**src/hdl/data_run_list_decoder_macros.svh**
```systemverilog
// assertion macros shared by the data-run list decoder
`ifndef DATA_RUN_LIST_DECODER_MACROS_SVH
`define DATA_RUN_LIST_DECODER_MACROS_SVH

// same-cycle implication, checked outside reset
`define DRL_ASSERT_NOW(label, ante, cons) \
  label: assert property (@(posedge clk) disable iff (!rst_n) (ante) |-> (cons)) \
    else $error("data run list decoder: same-cycle check failed");

// next-cycle implication, checked outside reset
`define DRL_ASSERT_NEXT(label, ante, cons) \
  label: assert property (@(posedge clk) disable iff (!rst_n) (ante) |=> (cons)) \
    else $error("data run list decoder: next-cycle check failed");

`endif

```
**src/hdl/drl_pkg.sv**
```systemverilog
// types, constants and helpers of the data-run list decoder
package drl_pkg;

  localparam int unsigned MAX_FIELD_BYTES = 8;

  localparam int unsigned BYTE_W   = 8;
  localparam int unsigned WORD_W   = 64;
  localparam int unsigned SPC_W    = 8;
  localparam int unsigned BPS_W    = 13;
  localparam int unsigned SCALE_W  = SPC_W + BPS_W;
  localparam int unsigned CHUNK_W  = 16;
  localparam int unsigned PROD_W   = CHUNK_W + SCALE_W;
  localparam int unsigned NCHUNK   = WORD_W / CHUNK_W;
  localparam int unsigned SIZE_W   = 4;
  localparam int unsigned CFG_IDX_W = 2;
  localparam int unsigned CFG_DAT_W = 13;

  localparam logic [BYTE_W-1:0] HDR_LEN_MASK = 8'h0F;
  localparam logic [BYTE_W-1:0] HDR_OFF_MASK = 8'hF0;

  localparam logic [SPC_W-1:0] SPC_RESET = 8'd8;
  localparam logic [BPS_W-1:0] BPS_RESET = 13'd512;

  localparam logic [CFG_IDX_W-1:0] REG_SECTORS_PER_CLUSTER = 2'd0;
  localparam logic [CFG_IDX_W-1:0] REG_BYTES_PER_SECTOR    = 2'd1;

  typedef enum logic [1:0] {
    PH_HEADER = 2'd0,
    PH_LENGTH = 2'd1,
    PH_OFFSET = 2'd2
  } phase_t;

  typedef enum logic [1:0] {
    S_IDLE = 2'd0,
    S_MUL  = 2'd1,
    S_OFF  = 2'd2,
    S_EMIT = 2'd3
  } seq_state_t;

  typedef enum logic [1:0] {
    RES_RUN = 2'd0,
    RES_END = 2'd1,
    RES_ERR = 2'd2
  } res_kind_t;

  typedef enum logic [1:0] {
    ADD_NONE   = 2'd0,
    ADD_MAC    = 2'd1,
    ADD_OFFSET = 2'd2
  } add_op_t;

  typedef struct packed {
    logic       acc_clr;
    logic       mul_en;
    logic [1:0] mul_sel;
    add_op_t    add_op;
  } unit_ctl_t;

  // sign-extend an n-byte little-endian offset, n = 8 and n = 0 pass through
  function automatic logic [WORD_W-1:0] sign_extend(input logic [WORD_W-1:0] off,
                                                    input logic [SIZE_W-1:0] n);
    logic [5:0]        top_bit;
    logic [5:0]        fill_sh;
    logic [WORD_W-1:0] res;
    fill_sh = {n[2:0], 3'b000};
    top_bit = fill_sh - 6'd1;
    res     = off;
    if ((n != '0) && (n[3] == 1'b0) && off[top_bit]) begin
      res = off | ({WORD_W{1'b1}} << fill_sh);
    end
    return res;
  endfunction

endpackage

```
**src/hdl/data_run_list_decoder.sv**
```systemverilog
// top level of the data-run list decoder
// usage:
//   in_* takes the run list one byte per transaction (valid/ready); out_* gives one
//   transaction per run, per zero header (end_of_list) and per bad header (header_error)
//   cfg_* writes sectors_per_cluster (index 0) or bytes_per_sector (index 1); always ready,
//   other indexes are ignored; write only while no run is in flight
// timing:
//   header and field bytes that end nothing take one cycle each
//   the last byte of a run starts a seven-cycle sequence: five cycles of
//   multiply-accumulate (one 16x21 multiplier feeding the shared 64-bit adder,
//   one 16-bit slice of the cluster count per cycle), one cycle where the same adder
//   adds the sign-extended offset to the running position, one cycle to load the result
//   a zero or bad header takes two cycles; in_ready is low while a sequence runs
// output: a result sits in an output register; while it waits for out_ready, bytes
//   that end nothing keep flowing, the next result waits in its load cycle
// reset: synchronous active-low rst_n returns to header parsing with position zero,
//   sectors_per_cluster = 8 and bytes_per_sector = 512
`include "data_run_list_decoder_macros.svh"

module data_run_list_decoder (
  input  logic                                clk,
  input  logic                                rst_n,
  input  logic                                in_valid,
  output logic                                in_ready,
  input  logic [drl_pkg::BYTE_W-1:0]          in_data_byte,
  output logic                                out_valid,
  input  logic                                out_ready,
  output logic [drl_pkg::WORD_W-1:0]          out_run_start_cluster,
  output logic [drl_pkg::WORD_W-1:0]          out_run_clusters,
  output logic [drl_pkg::WORD_W-1:0]          out_run_bytes,
  output logic                                out_end_of_list,
  output logic                                out_header_error,
  input  logic                                cfg_valid,
  output logic                                cfg_ready,
  input  logic [drl_pkg::CFG_IDX_W-1:0]       cfg_index,
  input  logic [drl_pkg::CFG_DAT_W-1:0]       cfg_data
);

  localparam logic [drl_pkg::SIZE_W-1:0] MAX_SIZE = drl_pkg::SIZE_W'(drl_pkg::MAX_FIELD_BYTES);
  localparam logic [2:0] LAST_STEP = 3'(drl_pkg::NCHUNK);

  // sequencer and parse state
  drl_pkg::seq_state_t state_r, state_nxt;
  drl_pkg::phase_t     phase_r, phase_nxt;
  drl_pkg::res_kind_t  res_kind_r, res_kind_nxt;
  logic [drl_pkg::SIZE_W-1:0] left_r, left_nxt;
  logic [drl_pkg::SIZE_W-1:0] lsz_r, lsz_nxt;
  logic [drl_pkg::SIZE_W-1:0] osz_r, osz_nxt;
  logic [drl_pkg::WORD_W-1:0] len_acc_r, len_acc_nxt;
  logic [drl_pkg::WORD_W-1:0] off_acc_r, off_acc_nxt;
  logic [drl_pkg::WORD_W-1:0] running_r;
  logic [drl_pkg::WORD_W-1:0] start_r;
  logic [2:0]                 step_r;

  // configuration
  logic [drl_pkg::SPC_W-1:0]   spc_r;
  logic [drl_pkg::BPS_W-1:0]   bps_r;
  logic [drl_pkg::SCALE_W-1:0] scale_r;

  // output register
  logic                       out_valid_r;
  logic [drl_pkg::WORD_W-1:0] out_start_r, out_clus_r, out_bytes_r;
  logic                       out_eol_r, out_err_r;

  // decode of the accepted byte
  logic                       accept;
  logic                       run_done, hdr_result;
  logic [drl_pkg::SIZE_W-1:0] hdr_lsz, hdr_osz;
  logic [drl_pkg::SIZE_W-1:0] size_sel, left_dec, idx_full;
  logic [drl_pkg::WORD_W-1:0] placed;
  logic [drl_pkg::BYTE_W-1:0] len_bits, off_bits;

  // shared unit
  drl_pkg::unit_ctl_t         ctl;
  logic [drl_pkg::WORD_W-1:0] offset_ext;
  logic [drl_pkg::WORD_W-1:0] sum;
  logic [drl_pkg::WORD_W-1:0] bytes_acc;
  logic                       emit_go;

  assign accept    = in_valid && in_ready;
  assign cfg_ready = 1'b1;

  assign len_bits = in_data_byte & drl_pkg::HDR_LEN_MASK;
  assign off_bits = (in_data_byte & drl_pkg::HDR_OFF_MASK) >> 4;
  assign hdr_lsz  = len_bits[drl_pkg::SIZE_W-1:0];
  assign hdr_osz  = off_bits[drl_pkg::SIZE_W-1:0];

  // byte position inside the little-endian field
  assign size_sel = (phase_r == drl_pkg::PH_LENGTH) ? lsz_r : osz_r;
  assign idx_full = size_sel - left_r;
  assign placed   = drl_pkg::WORD_W'(in_data_byte) << {idx_full[2:0], 3'b000};
  assign left_dec = left_r - 4'd1;

  // parse of one accepted byte
  always_comb begin
    phase_nxt    = phase_r;
    left_nxt     = left_r;
    lsz_nxt      = lsz_r;
    osz_nxt      = osz_r;
    len_acc_nxt  = len_acc_r;
    off_acc_nxt  = off_acc_r;
    res_kind_nxt = res_kind_r;
    run_done     = 1'b0;
    hdr_result   = 1'b0;
    if (accept) begin
      case (phase_r)
        drl_pkg::PH_LENGTH: begin
          len_acc_nxt = len_acc_r | placed;
          left_nxt    = left_dec;
          if (left_dec == '0) begin
            if (osz_r != '0) begin
              phase_nxt = drl_pkg::PH_OFFSET;
              left_nxt  = osz_r;
            end else begin
              phase_nxt    = drl_pkg::PH_HEADER;
              run_done     = 1'b1;
              res_kind_nxt = drl_pkg::RES_RUN;
            end
          end
        end
        drl_pkg::PH_OFFSET: begin
          off_acc_nxt = off_acc_r | placed;
          left_nxt    = left_dec;
          if (left_dec == '0) begin
            phase_nxt    = drl_pkg::PH_HEADER;
            run_done     = 1'b1;
            res_kind_nxt = drl_pkg::RES_RUN;
          end
        end
        default: begin
          phase_nxt = drl_pkg::PH_HEADER;
          if (in_data_byte == '0) begin
            hdr_result   = 1'b1;
            res_kind_nxt = drl_pkg::RES_END;
          end else if ((hdr_lsz > MAX_SIZE) || (hdr_osz > MAX_SIZE)) begin
            hdr_result   = 1'b1;
            res_kind_nxt = drl_pkg::RES_ERR;
          end else begin
            lsz_nxt     = hdr_lsz;
            osz_nxt     = hdr_osz;
            len_acc_nxt = '0;
            off_acc_nxt = '0;
            if (hdr_lsz != '0) begin
              phase_nxt = drl_pkg::PH_LENGTH;
              left_nxt  = hdr_lsz;
            end else begin
              phase_nxt = drl_pkg::PH_OFFSET;
              left_nxt  = hdr_osz;
            end
          end
        end
      endcase
    end
  end

  // sequencer next state
  always_comb begin
    state_nxt = state_r;
    unique case (state_r)
      drl_pkg::S_IDLE: begin
        if (run_done) begin
          state_nxt = drl_pkg::S_MUL;
        end else if (hdr_result) begin
          state_nxt = drl_pkg::S_EMIT;
        end
      end
      drl_pkg::S_MUL: begin
        if (step_r == LAST_STEP) begin
          state_nxt = drl_pkg::S_OFF;
        end
      end
      drl_pkg::S_OFF: begin
        state_nxt = drl_pkg::S_EMIT;
      end
      drl_pkg::S_EMIT: begin
        if (!out_valid_r || out_ready) begin
          state_nxt = drl_pkg::S_IDLE;
        end
      end
      default: begin
        state_nxt = drl_pkg::S_IDLE;
      end
    endcase
  end

  // sequencer outputs
  always_comb begin
    in_ready    = 1'b0;
    emit_go     = 1'b0;
    ctl.acc_clr = 1'b0;
    ctl.mul_en  = 1'b0;
    ctl.mul_sel = step_r[1:0];
    ctl.add_op  = drl_pkg::ADD_NONE;
    unique case (state_r)
      drl_pkg::S_IDLE: begin
        in_ready = 1'b1;
      end
      drl_pkg::S_MUL: begin
        // step 0 clears the sum, the last step only drains the product
        ctl.acc_clr = (step_r == '0);
        ctl.mul_en  = (step_r != LAST_STEP);
        if (step_r != '0) begin
          ctl.add_op = drl_pkg::ADD_MAC;
        end
      end
      drl_pkg::S_OFF: begin
        if (osz_r != '0) begin
          ctl.add_op = drl_pkg::ADD_OFFSET;
        end
      end
      drl_pkg::S_EMIT: begin
        emit_go = !out_valid_r || out_ready;
      end
      default: begin
        in_ready = 1'b0;
      end
    endcase
  end

  assign offset_ext = drl_pkg::sign_extend(off_acc_r, osz_r);

  drl_unit u_unit (
    .clk        (clk),
    .ctl        (ctl),
    .clusters   (len_acc_r),
    .scale      (scale_r),
    .running    (running_r),
    .offset_ext (offset_ext),
    .sum        (sum),
    .bytes_acc  (bytes_acc)
  );

  // control and parse state
  always_ff @(posedge clk) begin
    if (!rst_n) begin
      state_r    <= drl_pkg::S_IDLE;
      phase_r    <= drl_pkg::PH_HEADER;
      res_kind_r <= drl_pkg::RES_RUN;
      left_r     <= '0;
      lsz_r      <= '0;
      osz_r      <= '0;
      len_acc_r  <= '0;
      off_acc_r  <= '0;
      running_r  <= '0;
      step_r     <= '0;
    end else begin
      state_r    <= state_nxt;
      phase_r    <= phase_nxt;
      res_kind_r <= res_kind_nxt;
      left_r     <= left_nxt;
      lsz_r      <= lsz_nxt;
      osz_r      <= osz_nxt;
      len_acc_r  <= len_acc_nxt;
      off_acc_r  <= off_acc_nxt;
      if (state_r == drl_pkg::S_MUL) begin
        step_r <= step_r + 3'd1;
      end else begin
        step_r <= '0;
      end
      // zero header clears the position, offset add moves it
      if (hdr_result && (res_kind_nxt == drl_pkg::RES_END)) begin
        running_r <= '0;
      end else if (ctl.add_op == drl_pkg::ADD_OFFSET) begin
        running_r <= sum;
      end
    end
  end

  // start cluster of the run, zero for a sparse run
  always_ff @(posedge clk) begin
    if (state_r == drl_pkg::S_OFF) begin
      start_r <= (osz_r != '0) ? sum : '0;
    end
  end

  // configuration registers and the cluster-to-byte scale
  always_ff @(posedge clk) begin
    if (!rst_n) begin
      spc_r <= drl_pkg::SPC_RESET;
      bps_r <= drl_pkg::BPS_RESET;
    end else if (cfg_valid && cfg_ready) begin
      unique case (cfg_index)
        drl_pkg::REG_SECTORS_PER_CLUSTER: spc_r <= cfg_data[drl_pkg::SPC_W-1:0];
        drl_pkg::REG_BYTES_PER_SECTOR:    bps_r <= cfg_data[drl_pkg::BPS_W-1:0];
        default: begin
          spc_r <= spc_r;
        end
      endcase
    end
  end

  always_ff @(posedge clk) begin
    scale_r <= drl_pkg::SCALE_W'(spc_r) * drl_pkg::SCALE_W'(bps_r);
  end

  // output register
  always_ff @(posedge clk) begin
    if (!rst_n) begin
      out_valid_r <= 1'b0;
    end else if (emit_go) begin
      out_valid_r <= 1'b1;
    end else if (out_ready) begin
      out_valid_r <= 1'b0;
    end
  end

  always_ff @(posedge clk) begin
    if (emit_go) begin
      out_start_r <= (res_kind_r == drl_pkg::RES_RUN) ? start_r   : '0;
      out_clus_r  <= (res_kind_r == drl_pkg::RES_RUN) ? len_acc_r : '0;
      out_bytes_r <= (res_kind_r == drl_pkg::RES_RUN) ? bytes_acc : '0;
      out_eol_r   <= (res_kind_r == drl_pkg::RES_END);
      out_err_r   <= (res_kind_r == drl_pkg::RES_ERR);
    end
  end

  assign out_valid             = out_valid_r;
  assign out_run_start_cluster = out_start_r;
  assign out_run_clusters      = out_clus_r;
  assign out_run_bytes         = out_bytes_r;
  assign out_end_of_list       = out_eol_r;
  assign out_header_error      = out_err_r;

  // checks
  `DRL_ASSERT_NOW(a_one_flag, out_valid_r, !(out_eol_r && out_err_r))
  `DRL_ASSERT_NEXT(a_zero_hdr_clears, accept && (phase_r != drl_pkg::PH_LENGTH) && (phase_r != drl_pkg::PH_OFFSET) && (in_data_byte == '0), running_r == '0)
  `DRL_ASSERT_NEXT(a_mul_runs_through, (state_r == drl_pkg::S_MUL) && (step_r != LAST_STEP), state_r == drl_pkg::S_MUL)
  `DRL_ASSERT_NOW(a_field_count, (phase_r == drl_pkg::PH_LENGTH) || (phase_r == drl_pkg::PH_OFFSET), (left_r != '0) && (left_r <= MAX_SIZE))

endmodule

```
**src/hdl/drl_unit.sv**
```systemverilog
// shared multiply stage and 64-bit adder of the data-run list decoder
module drl_unit (
  input  logic                              clk,
  input  drl_pkg::unit_ctl_t                ctl,
  input  logic [drl_pkg::WORD_W-1:0]        clusters,
  input  logic [drl_pkg::SCALE_W-1:0]       scale,
  input  logic [drl_pkg::WORD_W-1:0]        running,
  input  logic [drl_pkg::WORD_W-1:0]        offset_ext,
  output logic [drl_pkg::WORD_W-1:0]        sum,
  output logic [drl_pkg::WORD_W-1:0]        bytes_acc
);

  logic [drl_pkg::WORD_W-1:0]  chunk_shift;
  logic [drl_pkg::CHUNK_W-1:0] chunk;
  logic [drl_pkg::PROD_W-1:0]  prod_r;
  logic [1:0]                  prod_sel_r;
  logic [drl_pkg::WORD_W-1:0]  prod_shift;
  logic [drl_pkg::WORD_W-1:0]  opa;
  logic [drl_pkg::WORD_W-1:0]  opb;
  logic [drl_pkg::WORD_W-1:0]  acc_r;

  // pick one 16-bit slice of the cluster count
  assign chunk_shift = clusters >> {ctl.mul_sel, 4'b0000};
  assign chunk       = chunk_shift[drl_pkg::CHUNK_W-1:0];

  always_ff @(posedge clk) begin
    if (ctl.mul_en) begin
      prod_r     <= drl_pkg::PROD_W'(chunk) * drl_pkg::PROD_W'(scale);
      prod_sel_r <= ctl.mul_sel;
    end
  end

  assign prod_shift = drl_pkg::WORD_W'(prod_r) << {prod_sel_r, 4'b0000};

  always_comb begin
    unique case (ctl.add_op)
      drl_pkg::ADD_OFFSET: begin
        opa = running;
        opb = offset_ext;
      end
      drl_pkg::ADD_MAC: begin
        opa = acc_r;
        opb = prod_shift;
      end
      default: begin
        opa = acc_r;
        opb = '0;
      end
    endcase
  end

  assign sum = opa + opb;

  always_ff @(posedge clk) begin
    if (ctl.acc_clr) begin
      acc_r <= '0;
    end else if (ctl.add_op == drl_pkg::ADD_MAC) begin
      acc_r <= sum;
    end
  end

  assign bytes_acc = acc_r;

endmodule

```
**config.mk**
```make
export PLATFORM = sky130hd
export DESIGN_NAME = data_run_list_decoder
export DESIGN_NICKNAME = d
export VERILOG_FILES = /design/src/hdl/drl_pkg.sv /design/src/hdl/data_run_list_decoder.sv /design/src/hdl/drl_unit.sv
export VERILOG_INCLUDE_DIRS = /design/src /design/src/hdl
export SDC_FILE = /design/constraint.sdc
export NUM_CORES = 2
export LEC_CHECK = 0
export BUFFER_PORTS_ARGS = -buffer_cell sky130_fd_sc_hd__buf_4
export CAP_MARGIN = 20
export CORE_ASPECT_RATIO = 1.2
export CORE_MARGIN = 1
export CORE_UTILIZATION = 55
export CTS_BUF_LIST = sky130_fd_sc_hd__clkbuf_4 sky130_fd_sc_hd__clkbuf_8 sky130_fd_sc_hd__clkbuf_16
export CTS_CLUSTER_SIZE = 20
export DETAILED_ROUTE_END_ITERATION = 10
export HOLD_SLACK_MARGIN = 0.08
export PLACE_DENSITY = 0.76
export SYNTH_ARGS = -nofsm -noshare
export SYNTH_HDL_FRONTEND = slang
export SYNTH_SLANG_ARGS = --single-unit
export TNS_END_PERCENT = 10
```
**constraint.sdc**
```tcl
create_clock -name clk -period 11.6 [get_ports clk]
set_input_delay 2.32 -clock clk [delete_from_list [all_inputs] [get_ports clk]]
set_output_delay 2.32 -clock clk [all_outputs]
set_load 0.02 [all_outputs]
```
======== Word level (Yosys, flattened, before mapping) ========
Index checks and enable logic that the tools add are counted.
operators by class
  $add $sub $neg .......................... 5
  $mul .................................... 2
  $lt $le $gt $ge ......................... 3
  eq/ne operators ......................... 24
  shifts and indexed selects .............. 4
  multiplexer cells ....................... 51
  bitwise gates (word level) .............. 10
  reductions and logical operators ........ 28
operators by type and width
  kind                     number
  $pmux W64 S2             3
  $mux W64                 4
  $or A64 B64 Y64          3
  $add A64 B64 Y64         1
  $shl A37 B6 Y64          1
  $shl A64 B6 Y64 const A  1
  $shl A8 B6 Y64           1
  $shr A64 B6 Y16          1
  $mul A16 B21 Y37         1
  $mux W2                  17
  $mul A8 B13 Y21          1
  $mux W4                  5
  $mux W1                  14
  $eq A2 B1 Y1 const B     6
  $pmux W2 S2              3
  $reduce_and A4 Y1        3
  $eq A2 B2 Y1 const B     5
  $ne A2 B2 Y1 const B     5
  $reduce_and A3 Y1        3
  $gt A4 B4 Y1 const B     2
  $logic_not A8 Y1         1
  $pmux W2 S4              1
  $pmux W4 S2              1
  $reduce_bool A4 Y1       2
  23 further kinds         42
word-level totals
  flip-flop bits (word level) ............. 616
  output and inout bits ................... 197

======== Depth between registers and ports, before layout ========
  depth in word-level cells ............... 9
  gate-level depth with buffers ........... 29

======== Modules after synthesis ========
Synthesis repeated with hierarchy kept, for this count alone.
unflattened totals
  cells, all modules ...................... 4386
  area, all modules ....................... 42503.3 µm²
by module, submodules not included
  module                 instances  cells an instance  area each (µm²)  seq. area each (µm²)
  data_run_list_decoder  1          2011               22137.5          12852.3
  drl_unit               1          2375               20365.8          2452.4

======== Least setup slack after synthesis ========
No wires, ideal clock.
  path kind ............................... input to register
  start ................................... in out_ready
  end ..................................... reg out_eol_r, in the netlist out_end_of_list, enable pin
  library setup time ...................... 0.775 ns
  arrival ................................. 10.947 ns
  data required time ...................... 10.825 ns
  path slack .............................. -0.121 ns
  stages on the path ...................... 2
  path buffers ............................ 0
  path through ............................ nor2b_1 -> nor2b_1
on the way
  longest elaborated chain between the ends .. 2
RTL lines
  what                  line                          source
  start, declared       data_run_list_decoder.sv:27   input logic out_ready,
  $logic_or A1 B1 Y1    data_run_list_decoder.sv:212  emit_go = !out_valid_r || out_ready;
  $mux W1               data_run_list_decoder.sv:194  unique case (state_r)
  named net emit_go     data_run_list_decoder.sv:78   logic emit_go;
  end signal, assigned  data_run_list_decoder.sv:312  out_eol_r <= (res_kind_r == drl_pkg::RES_END);
  end, declared         data_run_list_decoder.sv:63   logic out_eol_r, out_err_r;
The timed path passes the listed nets, and every way through them passes these cells.
A chain may end at the register's enable or synchronous reset.

======== Final worst setup path ========
  start ................................... reg step_r[1]
  end ..................................... reg u_unit.prod_r[34] (netlist bit) (data pin)
on the way
  longest elaborated chain between the ends .. 2
RTL lines
  what                    line                          source
  start, declared         data_run_list_decoder.sv:53   logic [2:0] step_r;
  start signal, assigned  data_run_list_decoder.sv:256  step_r <= step_r + 3'd1;
  $shr A64 B6 Y16         drl_unit.sv:23                assign chunk_shift = clusters >> {ctl.mul_sel, 4'b0000};
  $mul A16 B21 Y37        drl_unit.sv:28                prod_r <= drl_pkg::PROD_W'(chunk) * drl_pkg::PROD_W'(scale);
  end signal, assigned    drl_unit.sv:28
  end, declared           drl_unit.sv:15                logic [drl_pkg::PROD_W-1:0] prod_r;
No other way between the ends.

==> summary.md <==
| Metric | Value |
|---|---|
| Status | completed |
| Ports | 225 |
| Unrepaired setup endpoints after global routing | no |
| Layout filler cell count | 6265 |
| Final GP Congestion | 1.00 |
| Share of cells above drive strength 1 | 0.114 |
| DR WL/cell | 19.6 um |
| Post-Syn Area | 41900 um2 |
| Postcts setup bufs | 0 |
| Antenna Nets Post-Route | 0 |
| Initial antenna violation count | 1 |
| Sequential power share | 0.457 |
| Final wirelength | 106 mm |
| Setup Slack @ Placement | 3.85 ns |
| Synth cell types | 85 |
| Sequential cell area fraction in the yosys report | 0.366 |
| Most frequent cells after synthesis | and2_1, nand2_1, inv_1, fa_1, nor2_1 |
| First-pass GRT wire length | 167 mm |
| Max Slew Vio Count | 0 |
| Max FO, Critical Path | 21 |
| Cell Chain, Critical Path | mux4_2, and2_1, fa_1, inv_1, fa_1, fa_1, fa_1, fa_1, fa_1, inv_1, ha_1, a211oi_1, o211ai_1, a31oi_1, o21a_1, and2_1, o211ai_1, o211ai_1, o21ai_1, a211o_1, a21o_1, a21oi_1, xnor2_1 |
| Main synth FF type | dfxtp_1 |
| Post-synthesis mux area share | 0.0596 |
| Avg Cell Area, Syn | 9.82 um2 |
| Largest net degree at the start of global routing | 151 |
| Synth-to-Final Area Change | 10.8% |
| Switching power | 1.76 mW |
| Arr. time, crit path | 8.18 ns |
| Gr usage total | 0.278 |
| Setup violations, final | 0 |
| DIE AREA | 77200 um2 |
| Family with the most delay on the worst path | adder cells |
| CTS root buf | clkbuf_16 |
| Final min period | 7.80 ns |
| Core Box Area | 75100 um2 |
| Initial Util | 0.557 |
| Fin crit share | 0.673 |
| Critical path startpoint category | register |
| Synth area leader | edfxtp_1 |
| P per Cell Area | 127 nW/um2 |
| Via count of the routed design | 30500 |
| Hold crit path type | reg2reg |
| Leakage | 19.6 nW |
| Fin area | 46300 um2 |
| Clock sink count | 616 |
| CTS tree | built |
| Std-Cell Rows | 110 |
| Post-synth EDFFs | 297 |
| Synth warnings | 0 |
| Synth Area in XOR/XNOR | 0.0232 |
| Grt ovf | 0 |
| Worst Skew | 0.0302 ns |
| Cells after synthesis | 4262 |
| Vias per cell | 5.63 |
| Pwr Total | 5.89 mW |
| HP Start | off_acc_r[43]$_SDFFE_PN0P_ |
| Placed inst area | 44200 um2 |
| Adder-cell share of the synthesized area | 0.228 |
| Synth top area cells | edfxtp_1, fa_1, dfxtp_1 |
| Post-cts sizing count | 0 |
| Worst Setup SP | step_r[1]$_SDFF_PN0_ |
| Hold_buf cts | 0 |
| Sw Share | 0.299 |
| DRC violations left | 0 |
| Setup CP Type | reg2reg |
| Final setup margin | 3.80 ns |
| Vias in the first global route | 30700 |
| Final layout net count | 4936 |
| Final hold violations | 0 |
| WP data required | 11.98 ns |
| I/O Buffers | 223 |
| H-tree levels | 2 |
| Worst path max stage delay | 0.89 ns |
| Most frequent CP cell | fa_1 |
| Clock network power share | 0.347 |
| Slowest CP cell | dfxtp_1 |
| Clock transition at path regs | 0.06 ns |
| Slew headroom | 0.196 |
| DRT Pass-1 Iters | 7 |
| Peak supply drop | 0.000126 V |
| Syn nets | 4852 |
| Synth top area share | 0.213 |
| Die width | 254 um |
| Clk buf depth | 3 |
| Post-placement cell count | 5292 |
| Clock buffers created by TritonCTS | 59 |
| Logic pwr share | 0.197 |
| Final non-filler cell total | 5407 |
| Skew-Pair Late Insertion Delay | 0.64 ns |
| Internal cell power | 4.13 mW |
| CP Buf/Inv Count | 2 |
| Die height | 304 um |
| Max cap viols | 0 |
| Async set or reset register ratio after synthesis | 0 |
| DPL Wire Length | 78.1 mm |
| Seq cells post-synth | 616 |
| Largest family of logic cells by synthesized area | adder cells |
| Reg2reg start | step_r[1]$_SDFF_PN0_ |
| Crit. End Element | register |
| Setup tns final | 0 ns |
| Fmax | 128 MHz |
| Synth Area in Simple Gates | 0.163 |
| Worst Max-Slew Pin Slew | 1.20 ns |
| Synth Area in Compound Gates | 0.101 |
| Starting DRT DRC Count | 2258 |
[state kept, by name, summed over array words and instances (netlist names), 3 cells and up]
name                   cells
bps_r                     13
left_r                     4
len_acc_r                 64
lsz_r                      3
off_acc_r                 64
osz_r                      4
out_run_bytes             64
out_run_clusters          64
out_run_start_cluster     64
running_r                 64
scale_r                   21
spc_r                      8
start_r                   64
step_r                     3
u_unit.bytes_acc          64
u_unit.prod_r             37
[layout by cell type (no fill, tap or decap), types with 20 or more instances in the layout]
| cell type | Yosys | routed |
|---|---|---|
| a211oi_1 | 22 | 22 |
| a21boi_0 | 20 | 20 |
| a21o_1 | 57 | 57 |
| a21oi_1 | 312 | 311 |
| and2_1 | 439 | 439 |
| buf_4 | 1 | 250 |
| clkbuf_16 | 0 | 63 |
| dfxtp_1 | 319 | 319 |
| edfxtp_1 | 297 | 297 |
| fa_1 | 332 | 332 |
| ha_1 | 230 | 227 |
| inv_1 | 432 | 432 |
| mux2_2 | 78 | 78 |
| mux2i_1 | 121 | 121 |
| nand2_1 | 439 | 439 |
| nand2b_1 | 20 | 20 |
| nand3_1 | 25 | 25 |
| nor2_1 | 331 | 329 |
| nor2b_1 | 45 | 44 |
| nor3_1 | 26 | 25 |
| o21ai_0 | 123 | 123 |
| o21bai_1 | 20 | 20 |
| xnor2_1 | 83 | 83 |
| xor2_1 | 28 | 28 |
[stage by stage]
stage          utilization  hold WS (ns)
4_1_cts              0.617         0.466
5_1_grt              0.617         0.480
6_report             0.617         0.466
3_5_place_dp         0.589         0.449
2_1_floorplan            -         0.432
3_3_place_gp         0.589         0.441
[power by group through the flow]
stage,registers (mW),logic [mW],clock network (mW)
2_1_floorplan,2.77,0.713,0
3_3_place_gp,2.73,1.14,0
3_5_place_dp,2.73,1.16,0
4_1_cts,2.69,1.17,2.07
5_1_grt,2.70,1.26,2.16
6_report,2.69,1.16,2.04
[layout make-up]
cell class / count / area, um2 / share of cell area
Tap cell: 1008 / 1260 / 0.0272
Antenna cell: 3 / 7.51 / 0.000162
Clock inverter: 28 / 308 / 0.00664
Timing Repair Buffer: 254 / 1930 / 0.0416
Clock buffer: 83 / 1780 / 0.0383
Sequential cell: 616 / 15300 / 0.330
Inverter: 432 / 1620 / 0.0350
Multi-Input combinational cell: 2983 / 24100 / 0.521
[worst paths after layout]
check / end / slack, ns / depth (start not counted)
max: u_unit.prod_r[34]$_DFFE_PP_ / 3.80 / 23
min reg2reg: off_acc_r[43]$_SDFFE_PN0P_ / 0.47 / 2
max reg2reg: u_unit.prod_r[34]$_DFFE_PP_ / 3.80 / 23
min: off_acc_r[43]$_SDFFE_PN0P_ / 0.47 / 2
[metal layers]
metal	vias up	part of all wire	track usage
met4	0	0.057	0.143
met1	15000	0.38	0.331
met5	-	0	0
met2	966	0.51	0.488
li1	14200	-	-
met3	307	0.052	0.0339
[cell families after synthesis]
kind of cell / count (synthesis)
and+or+nand+nor: 1401
AOI/OAI and AO/OA: 691
buffers and inverters: 663
DFF: 616
adders and majority gates: 562
muxes: 217
xor gates and xnor gates: 111
other: 1
[tightest hold or removal path, stage by stage (launching register included)]
cell,delay (ns)
dfxtp_1,0.32
a21oi_1,0.04
nor2_1,0.07
Power figures use the tool's default switching activity.
